`src/hdl/vapa_pkg.sv`:
```
package vapa_pkg;

  localparam int ADDR_W    = 30;
  localparam int SIZE_W    = 11;
  localparam int CODE_W    = 3;
  localparam int CFG_IDX_W = 3;
  localparam int CFG_DW    = 11;
  localparam int NUM_AXES  = 3;

  // cycles of input stall after reset or a register write, while the
  // derived strides settle through the three config stages
  localparam int BUSY_CYCLES = 4;
  localparam int BUSY_W      = 3;

  localparam logic [CFG_IDX_W-1:0] REG_SIZE_X = 3'd0;
  localparam logic [CFG_IDX_W-1:0] REG_SIZE_Y = 3'd1;
  localparam logic [CFG_IDX_W-1:0] REG_SIZE_Z = 3'd2;
  localparam logic [CFG_IDX_W-1:0] REG_AXIS0  = 3'd3;
  localparam logic [CFG_IDX_W-1:0] REG_AXIS1  = 3'd4;
  localparam logic [CFG_IDX_W-1:0] REG_AXIS2  = 3'd5;

  localparam logic [SIZE_W-1:0] SIZE_RST  = 11'd1;
  localparam logic [CODE_W-1:0] AXIS0_RST = 3'sd1;
  localparam logic [CODE_W-1:0] AXIS1_RST = 3'sd2;
  localparam logic [CODE_W-1:0] AXIS2_RST = 3'sd3;
  localparam logic [CODE_W-1:0] CODE_ZERO = 3'b000;
  localparam logic [CODE_W-1:0] CODE_NEG4 = 3'b100;

  // per-cell traversal settings: offset at position 0 and the increment
  // applied on each advance (already negated for a reversed axis)
  typedef struct packed {
    logic [ADDR_W-1:0] start;
    logic [ADDR_W-1:0] step;
  } cell_cfg_t;

endpackage

```
`src/hdl/vapa_cfg.sv`:
```
module vapa_cfg import vapa_pkg::*; #(
  parameter int MAX_EXTENT = 1024,
  parameter int EW         = 11,
  parameter int PW         = 10
) (
  input  logic              clk,
  input  logic [SIZE_W-1:0] size [NUM_AXES],
  input  logic [CODE_W-1:0] code [NUM_AXES],
  output logic [PW-1:0]     ext_m1 [NUM_AXES],
  output cell_cfg_t         cell_cfg [NUM_AXES],
  output logic              bad
);

  // stage 1: clamp extents, decode codes, destination sizes
  logic [EW-1:0] ext_c [NUM_AXES];
  logic [1:0]    abs_c [NUM_AXES];
  logic          neg_c [NUM_AXES];
  logic [EW-1:0] dn_c  [NUM_AXES];
  logic          bad_c;

  logic [EW-1:0] ext1_r [NUM_AXES];
  logic [EW-1:0] dn1_r  [NUM_AXES];
  logic [1:0]    abs1_r [NUM_AXES];
  logic          neg1_r [NUM_AXES];
  logic          bad1_r;

  always_comb begin
    logic [31:0]       sz;
    logic [CODE_W-1:0] mag;
    bad_c = 1'b0;
    for (int i = 0; i < NUM_AXES; i++) begin
      sz = 32'(size[i]);
      if (sz == 32'd0) begin
        ext_c[i] = EW'(1);
      end else if (sz > 32'(MAX_EXTENT)) begin
        ext_c[i] = EW'(MAX_EXTENT);
      end else begin
        ext_c[i] = EW'(sz);
      end
      neg_c[i] = code[i][CODE_W-1];
      mag      = neg_c[i] ? (~code[i] + CODE_W'(1)) : code[i];
      abs_c[i] = mag[1:0];
      if (code[i] == CODE_ZERO || code[i] == CODE_NEG4) begin
        bad_c = 1'b1;
      end
    end
    if (abs_c[0] == abs_c[1] || abs_c[0] == abs_c[2] || abs_c[1] == abs_c[2]) begin
      bad_c = 1'b1;
    end
    for (int j = 0; j < NUM_AXES; j++) begin
      case (abs_c[j])
        2'd2:    dn_c[j] = ext_c[1];
        2'd3:    dn_c[j] = ext_c[2];
        default: dn_c[j] = ext_c[0];
      endcase
    end
  end

  always_ff @(posedge clk) begin
    ext1_r <= ext_c;
    dn1_r  <= dn_c;
    abs1_r <= abs_c;
    neg1_r <= neg_c;
    bad1_r <= bad_c;
  end

  // stage 2: destination strides 1, dn0, dn0*dn1
  logic [ADDR_W-1:0] stride2_r [NUM_AXES];
  logic [EW-1:0]     ext2_r    [NUM_AXES];
  logic [1:0]        abs2_r    [NUM_AXES];
  logic              neg2_r    [NUM_AXES];
  logic              bad2_r;

  always_ff @(posedge clk) begin
    stride2_r[0] <= ADDR_W'(1);
    stride2_r[1] <= ADDR_W'(dn1_r[0]);
    stride2_r[2] <= ADDR_W'(dn1_r[0] * dn1_r[1]);
    ext2_r       <= ext1_r;
    abs2_r       <= abs1_r;
    neg2_r       <= neg1_r;
    bad2_r       <= bad1_r;
  end

  // stage 3: per source axis, pick its destination stride and direction
  logic [ADDR_W-1:0] sel_stride [NUM_AXES];
  logic              sel_neg    [NUM_AXES];
  cell_cfg_t         cfg_c      [NUM_AXES];

  always_comb begin
    logic [ADDR_W-1:0] span;
    for (int s = 0; s < NUM_AXES; s++) begin
      sel_stride[s] = '0;
      sel_neg[s]    = 1'b0;
      for (int j = 0; j < NUM_AXES; j++) begin
        if (abs2_r[j] == 2'(s + 1)) begin
          sel_stride[s] = stride2_r[j];
          sel_neg[s]    = neg2_r[j];
        end
      end
      span = ADDR_W'(ADDR_W'(ext2_r[s] - EW'(1)) * sel_stride[s]);
      if (bad2_r) begin
        cfg_c[s] = '0;
      end else if (sel_neg[s]) begin
        cfg_c[s].start = span;
        cfg_c[s].step  = ~sel_stride[s] + ADDR_W'(1);
      end else begin
        cfg_c[s].start = '0;
        cfg_c[s].step  = sel_stride[s];
      end
    end
  end

  always_ff @(posedge clk) begin
    for (int s = 0; s < NUM_AXES; s++) begin
      ext_m1[s] <= PW'(ext2_r[s] - EW'(1));
    end
    cell_cfg <= cfg_c;
    bad      <= bad2_r;
  end

endmodule

```
`src/hdl/vapa_cell.sv`:
```
module vapa_cell import vapa_pkg::*; #(
  parameter int PW = 10
) (
  input  logic              clk,
  input  logic              rst_n,
  input  logic              restart,
  input  logic              advance,
  input  logic [PW-1:0]     ext_m1,
  input  cell_cfg_t         cfg,
  output logic [ADDR_W-1:0] offset,
  output logic              is_last,
  output logic              carry_out
);

  logic [PW-1:0]     pos_r, pos_nxt;
  logic [ADDR_W-1:0] offset_r, offset_nxt;

  assign is_last   = (pos_r == ext_m1);
  assign carry_out = advance & is_last;
  assign offset    = offset_r;

  always_comb begin
    pos_nxt    = pos_r;
    offset_nxt = offset_r;
    if (restart) begin
      pos_nxt    = '0;
      offset_nxt = cfg.start;
    end else if (advance) begin
      if (is_last) begin
        pos_nxt    = '0;
        offset_nxt = cfg.start;
      end else begin
        pos_nxt    = pos_r + PW'(1);
        offset_nxt = offset_r + cfg.step;
      end
    end
  end

  always_ff @(posedge clk) begin
    if (!rst_n) begin
      pos_r    <= '0;
      offset_r <= '0;
    end else begin
      pos_r    <= pos_nxt;
      offset_r <= offset_nxt;
    end
  end

endmodule

```
`src/hdl/volume_axis_permute_addresser_core.sv`:
```
// An accepted item's result is registered on the output register in the next cycle.
// Throughput: 1 item per cycle while in_stall is low; the x/y/z cell chain steps its counters and
// offsets in the same cycle as the item is taken.
// Reset (synchronous, rst_n low) and every write to a size or axis register restart
// the volume at voxel 0 and stall the input while the strides are rederived.
module volume_axis_permute_addresser_core import vapa_pkg::*; #(
  parameter int MAX_EXTENT    = 1024,
  parameter int ELEMENT_WIDTH = 16
) (
  input  logic                     clk,
  input  logic                     rst_n,
  input  logic                     cfg_valid,
  output logic                     cfg_ready,
  input  logic [CFG_IDX_W-1:0]     cfg_index,
  input  logic [CFG_DW-1:0]        cfg_data,
  input  logic                     in_valid,
  output logic                     in_stall,
  input  logic [ELEMENT_WIDTH-1:0] in_sample_in,
  output logic                     out_valid,
  input  logic                     out_stall,
  output logic [ELEMENT_WIDTH-1:0] out_sample_out,
  output logic [ADDR_W-1:0]        out_dest_address,
  output logic                     out_last_voxel,
  output logic                     out_config_error
);

  localparam int EW     = $clog2(MAX_EXTENT + 1);
  localparam int PW     = $clog2(MAX_EXTENT);
  localparam int KEEP_W = (ELEMENT_WIDTH < 16) ? ELEMENT_WIDTH : 16;

  logic [SIZE_W-1:0] size_r [NUM_AXES];
  logic [CODE_W-1:0] code_r [NUM_AXES];
  logic [BUSY_W-1:0] busy_cnt_r;
  logic              busy;
  logic              cfg_we;

  assign cfg_ready = 1'b1;
  assign cfg_we    = cfg_valid & cfg_ready;
  assign busy      = (busy_cnt_r != '0);

  always_ff @(posedge clk) begin
    if (!rst_n) begin
      size_r[0]  <= SIZE_RST;
      size_r[1]  <= SIZE_RST;
      size_r[2]  <= SIZE_RST;
      code_r[0]  <= AXIS0_RST;
      code_r[1]  <= AXIS1_RST;
      code_r[2]  <= AXIS2_RST;
      busy_cnt_r <= BUSY_W'(BUSY_CYCLES);
    end else begin
      if (cfg_we) begin
        case (cfg_index)
          REG_SIZE_X: begin
            size_r[0]  <= cfg_data[SIZE_W-1:0];
            busy_cnt_r <= BUSY_W'(BUSY_CYCLES);
          end
          REG_SIZE_Y: begin
            size_r[1]  <= cfg_data[SIZE_W-1:0];
            busy_cnt_r <= BUSY_W'(BUSY_CYCLES);
          end
          REG_SIZE_Z: begin
            size_r[2]  <= cfg_data[SIZE_W-1:0];
            busy_cnt_r <= BUSY_W'(BUSY_CYCLES);
          end
          REG_AXIS0: begin
            code_r[0]  <= cfg_data[CODE_W-1:0];
            busy_cnt_r <= BUSY_W'(BUSY_CYCLES);
          end
          REG_AXIS1: begin
            code_r[1]  <= cfg_data[CODE_W-1:0];
            busy_cnt_r <= BUSY_W'(BUSY_CYCLES);
          end
          REG_AXIS2: begin
            code_r[2]  <= cfg_data[CODE_W-1:0];
            busy_cnt_r <= BUSY_W'(BUSY_CYCLES);
          end
          default: begin
            if (busy) begin
              busy_cnt_r <= busy_cnt_r - BUSY_W'(1);
            end
          end
        endcase
      end else if (busy) begin
        busy_cnt_r <= busy_cnt_r - BUSY_W'(1);
      end
    end
  end

  logic [PW-1:0] ext_m1 [NUM_AXES];
  cell_cfg_t     cell_cfg [NUM_AXES];
  logic          bad;

  vapa_cfg #(
    .MAX_EXTENT (MAX_EXTENT),
    .EW         (EW),
    .PW         (PW)
  ) u_cfg (
    .clk      (clk),
    .size     (size_r),
    .code     (code_r),
    .ext_m1   (ext_m1),
    .cell_cfg (cell_cfg),
    .bad      (bad)
  );

  logic              in_accept;
  logic              adv   [NUM_AXES+1];
  logic [ADDR_W-1:0] offs  [NUM_AXES];
  logic              lasts [NUM_AXES];

  assign in_stall  = busy | (out_valid & out_stall);
  assign in_accept = in_valid & ~in_stall;
  assign adv[0]    = in_accept;

  // x cell advances on every item, each further cell on the carry of the last
  for (genvar g = 0; g < NUM_AXES; g++) begin : g_cell
    vapa_cell #(.PW(PW)) u_cell (
      .clk       (clk),
      .rst_n     (rst_n),
      .restart   (busy),
      .advance   (adv[g]),
      .ext_m1    (ext_m1[g]),
      .cfg       (cell_cfg[g]),
      .offset    (offs[g]),
      .is_last   (lasts[g]),
      .carry_out (adv[g+1])
    );
  end

  logic [ADDR_W-1:0] addr_sum;
  assign addr_sum = offs[0] + offs[1] + offs[2];

  logic                     out_valid_r;
  logic [ELEMENT_WIDTH-1:0] sample_r;
  logic [ADDR_W-1:0]        addr_r;
  logic                     last_r;
  logic                     err_r;

  always_ff @(posedge clk) begin
    if (!rst_n) begin
      out_valid_r <= 1'b0;
    end else if (in_accept) begin
      out_valid_r <= 1'b1;
    end else if (!out_stall) begin
      out_valid_r <= 1'b0;
    end
  end

  always_ff @(posedge clk) begin
    if (in_accept) begin
      sample_r <= ELEMENT_WIDTH'(in_sample_in[KEEP_W-1:0]);
      addr_r   <= bad ? '0 : addr_sum;
      last_r   <= lasts[0] & lasts[1] & lasts[2];
      err_r    <= bad;
    end
  end

  assign out_valid        = out_valid_r;
  assign out_sample_out   = sample_r;
  assign out_dest_address = addr_r;
  assign out_last_voxel   = last_r;
  assign out_config_error = err_r;

endmodule

```
`config.mk`:
```
export PLATFORM = sky130hd
export DESIGN_NAME = volume_axis_permute_addresser_core
export DESIGN_NICKNAME = d
export VERILOG_FILES = /design/src/hdl/vapa_pkg.sv /design/src/hdl/vapa_cfg.sv /design/src/hdl/vapa_cell.sv /design/src/hdl/volume_axis_permute_addresser_core.sv
export SDC_FILE = /design/constraint.sdc
export NUM_CORES = 2
export LEC_CHECK = 0
export BUFFER_PORTS_ARGS = -buffer_cell sky130_fd_sc_hd__buf_2
export CAP_MARGIN = 10
export CORE_MARGIN = 2
export CORE_UTILIZATION = 60
export CTS_CLUSTER_DIAMETER = 200
export CTS_CLUSTER_SIZE = 16
export DETAILED_ROUTE_END_ITERATION = 10
export GPL_TIMING_DRIVEN = 1
export PLACE_DENSITY = 0.82
export SETUP_SLACK_MARGIN = 0.02
export SLEW_MARGIN = 20
export SYNTH_ARGS = -nofsm -noshare
export SYNTH_HDL_FRONTEND = slang
export SYNTH_SLANG_ARGS = --single-unit
```
`constraint.sdc`:
```
create_clock -name clk -period 8.36 [get_ports clk]
set_clock_uncertainty 0.05 [all_clocks]
set_input_delay 1.672 -clock clk [delete_from_list [all_inputs] [get_ports clk]]
set_output_delay 1.672 -clock clk [all_outputs]
set_load 0.01 [all_outputs]
```
==> results list <==
- The run finished with clean final reports.
- Worst Max-Slew Pin Slew: about 1100 ps
* CP top delay family: adder cells
* Placeable core region: around 89000 sq um
- Max cap viols: 0
- P per Cell Area: 113.0 nW/um^2
- Int Power: about 0.0043 W
- Summed over all layers, the routed wires come to roughly 160000 microns.
* Number of primary I/O pins: 86
- Min-delay src: u_cfg.ext1_r[29]
* Leakage power of the design: 25.94 nW
- Sorting the synthesized cells by how often they occur yields inv_1 (947), nand2_1 (893), fa_1 (704).
- At the end of routability-driven placement, the weighted congestion stood at 1.006.
- Combinational Power Share: between 20 and 25%
- DRT Pass-1 Iters: 8
* Number of buffer cells added on primary ports: 84
- Counting every net in the synthesized netlist gives 7429.
- The slowest stage of the critical path is the nor4_2 cell.
* Mean number of vias per cell: approximately 6.0
- Per report_power, the clock group accounts for between 20 and 30% of the total.
- Crit share post-route: between 90% and 100%
- The initial utilization of the core area, before any placement, comes to between 60% and 70%.
- Leaving out filler cells and counting taps, the final layout contains 7389.
* DR WL/cell: roughly 21 microns
- Final count of hold timing violations: 0
* Critical Path End Type: flop
- First-pass GRT wire length: ~240000 microns
- On the worst path, the slowest cell contributes a delay of around 610 ps.
- Yosys reg bits: 566
* Insertion delay of the later-clocked pin in the worst-skew pair: between 600 and 700 ps
- Setup violations remaining at the end of the flow were counted as 0.
- Setup TNS: 0 ps
- Global routing consumed, over all layers together, roughly 34% of the routing resources.
- Critical path class: reg2reg
- The synthesized design spends more area on one cell type than any other, namely fa_1.
- In this run the worst path has a maximum fanout of 16.
- CTS Sinks: around 570
* Worst slew margin: between 20 and 30%
- Syn Area/Cell: 8.573 sq um
* Async S/R FF share, synth: 0%
- The share of synthesized area in the top cell type comes to about a quarter.
- Worst ir drop on vdd: between 0.00015 and 0.0002 V
* Htree depth: 2
- CP Buf/Inv Count: 4
- Synthesis-to-finish area growth: 4.916%
- Detailed placement finished with a half-perimeter wire length of between 100000 and 150000 microns.
- The worst register-to-register path has a depth of 25.
* Reg-to-reg critical path startpoint: u_cfg.ext2_r[14]
- Std cell rows: 109
- Unrepaired setup endpoints after global routing: false
- Total CTS buffers: 41
* Critical path launch point type: flop
- Maximum clock frequency: around 130 MHz
- Buffers added to address setup during post-CTS repair amount to 0.
* Number of instances on the worst hold path: 0
- Of the total power, registers draw a little under half.
* Most frequently used flop master after synthesis: dfxtp_1
* Routed via count: about 44000
- The initial antenna violation count was 5.
* Hold Path End: u_cfg.ext2_r[29]
* Crit path arrival time: a little over 8000 ps
- For the worst setup path, the data required time is 8790 ps.
- Min setup slack post-route: approximately 560 ps
- In this run switching power makes up around a third of total power.
- The via count of the first global-routing pass came to between 40000 and 50000.
* Post-route DRC: 0
- The number of hold buffers added after CTS was 0.
- Top area cells in the synthesized netlist: fa_1 (26%), dfxtp_1 (19%), ha_1 (9.5%)
- Horizontal die dimension: about 300 microns
* Synth unique cells: 98
* Gate count after technology mapping: 6282
- TritonCTS built the clock tree.
* Net switching power: about 0.0021 W
* Worst hold path type: reg2reg
- Antenna-violating nets left: 0
- Minimum clock period: just under 8000 ps
- The cell sitting at the root of the clock tree is a clkbuf_16.
* Pre-CTS WS: roughly 700 ps
- After the last flow step, the layout net total stands at ~7400.
- The detailed router finished its first iteration with ~4300 violations.
* Total overflow reported by the global router: 0
* Slew Limit Fails: 0
* CTS resizes: 0
* Share of cells above drive strength 1: 4.646%
- Entering global routing, the biggest net connects 64 pins.
- The die covers between 90000 and 100000 sq um.
- In this run the register-to-register setup slack is roughly 560 ps.
- After clock tree synthesis, the clock-pin slew on the worst setup and hold paths is about 80 ps.
- Sequential cell area fraction in the yosys report: a little over a fifth
- From bottom edge to top edge, the die measures about 300 microns.
- RR Endpoint: u_cfg.cell_cfg[116]
- Yosys mapped a number of flops with a built-in enable equal to 48.
- The longest clock path from root to sink contains 3 buffers.
* Count leader, synth: inv_1
- Summed instance area of the synthesized netlist: ~54000 sq um
- Yosys printed 0 warnings.
- Post-Place Cells: ~7300
## flip-flops by register name, indices dropped and copies added, names as in the netlist, 3 cells and up
name / flops
busy_cnt_r: 3
code_r: 9
g_cell.u_cell.offset: 90
g_cell.u_cell.pos_r: 30
out_dest_address: 30
out_sample_out: 16
size_r: 33
u_cfg.abs1_r: 6
u_cfg.abs2_r: 6
u_cfg.cell_cfg: 180
u_cfg.dn1_r: 22
u_cfg.ext1_r: 33
u_cfg.ext2_r: 33
u_cfg.ext_m1: 30
u_cfg.neg1_r: 3
u_cfg.neg2_r: 3
u_cfg.stride2_r: 33
## power by group through the flow
stage	logic [W]	clock network, W	registers (W)
after floorplan	0.000988	0	0.00301
after global placement	0.00134	0	0.00310
after detailed placement	0.00139	0	0.00310
after CTS	0.00140	0.00192	0.00304
after global routing	0.00156	0.00201	0.00305
final	0.00144	0.00190	0.00304
## worst max path at each step
stage                           startpoint  depth (start not counted)  slack (ps)             endpoint
after floorplan            u_cfg.abs2_r[1]                         26        1450  u_cfg.cell_cfg[116]
after global placement    u_cfg.ext2_r[14]                         24         810  u_cfg.cell_cfg[117]
after detailed placement  u_cfg.ext2_r[14]                         24         680  u_cfg.cell_cfg[117]
after CTS                 u_cfg.ext2_r[14]                         24         670  u_cfg.cell_cfg[117]
after global routing      u_cfg.ext2_r[14]                         24          50  u_cfg.cell_cfg[117]
final                     u_cfg.ext2_r[14]                         25         560  u_cfg.cell_cfg[116]
## layout by cell type (no fill, tap or decap), types with 59 or more instances in the layout
cell / instances
inv_1: 947
nand2_1: 893
fa_1: 704
nor2_1: 622
dfxtp_1: 516
ha_1: 408
a21oi_1: 286
xnor2_1: 190
o21ai_0: 180
xor2_1: 119
and2_1: 114
nand3_1: 106
buf_4: 87
nor3_1: 86
buf_2: 84
a31oi_1: 61
nor2b_1: 59
## cell families (layout without fill, tap and decap cells)
family	Yosys count	after routing	synth area share, %
other	1	4	0.006963
adder cells (fa/ha/maj)	1112	1112	35.65
AO/OA/AOI/OAI	902	902	10.74
flip-flops	566	566	21.93
multiplexers	17	17	0.3275
buffers and inverters	1242	1181	8.705
AND/OR/NAND/NOR	2128	2128	17.50
XOR/XNOR	314	314	5.141
## per-stage QoR
stage	instance area [sq um]	total power, W	hold WS, ps	util [%]
2_1_floorplan	53860	0.003993	259.6	-
3_3_place_gp	55360	0.004439	261.1	62.45
3_5_place_dp	55360	0.004486	262.1	62.45
4_1_cts	56480	0.006351	263.0	63.72
5_1_grt	56500	0.006625	257.4	63.73
6_report	56510	0.006383	259.4	63.74
## routing by layer
layer	vias up	GRT usage [%]	wire [microns]
met5	-	0	0
met3	492	8.969	18340
met4	0	16.56	9058
met2	2426	51.38	67870
met1	21360	44.33	60970
li1	19850	-	-
## worst reg2reg max path: stages (launching register included)
cell and delay, ps:
dfxtp_1 330, nor3_1 320, nand2b_1 110, nor4_2 610
xnor2_1 410, inv_1 600, nand2_1 170, fa_1 440
fa_1 500, inv_1 50, ha_1 290, fa_1 480
inv_1 50, fa_1 480, inv_1 50, ha_1 330
a21oi_1 260, o21ai_1 190, o311ai_0 460, a21oi_1 220
o221a_2 310, o311a_1 380, o21ba_2 230, a21oi_1 160
xor2_1 170, nor2_1 50
## layout make-up
cell class / count / area (sq um)
Antenna cell: 3 / 7.507
Clock buffer: 49 / 1077
Clock inverter: 3 / 47.55
Fill cell: 7263 / 32140
Inverter: 958 / 3597
Multi-Input combinational cell: 4474 / 37430
Sequential cell: 566 / 11810
Tap cell: 1165 / 1458
Timing Repair Buffer: 171 / 1074
(Power assumes the default switching activity.)
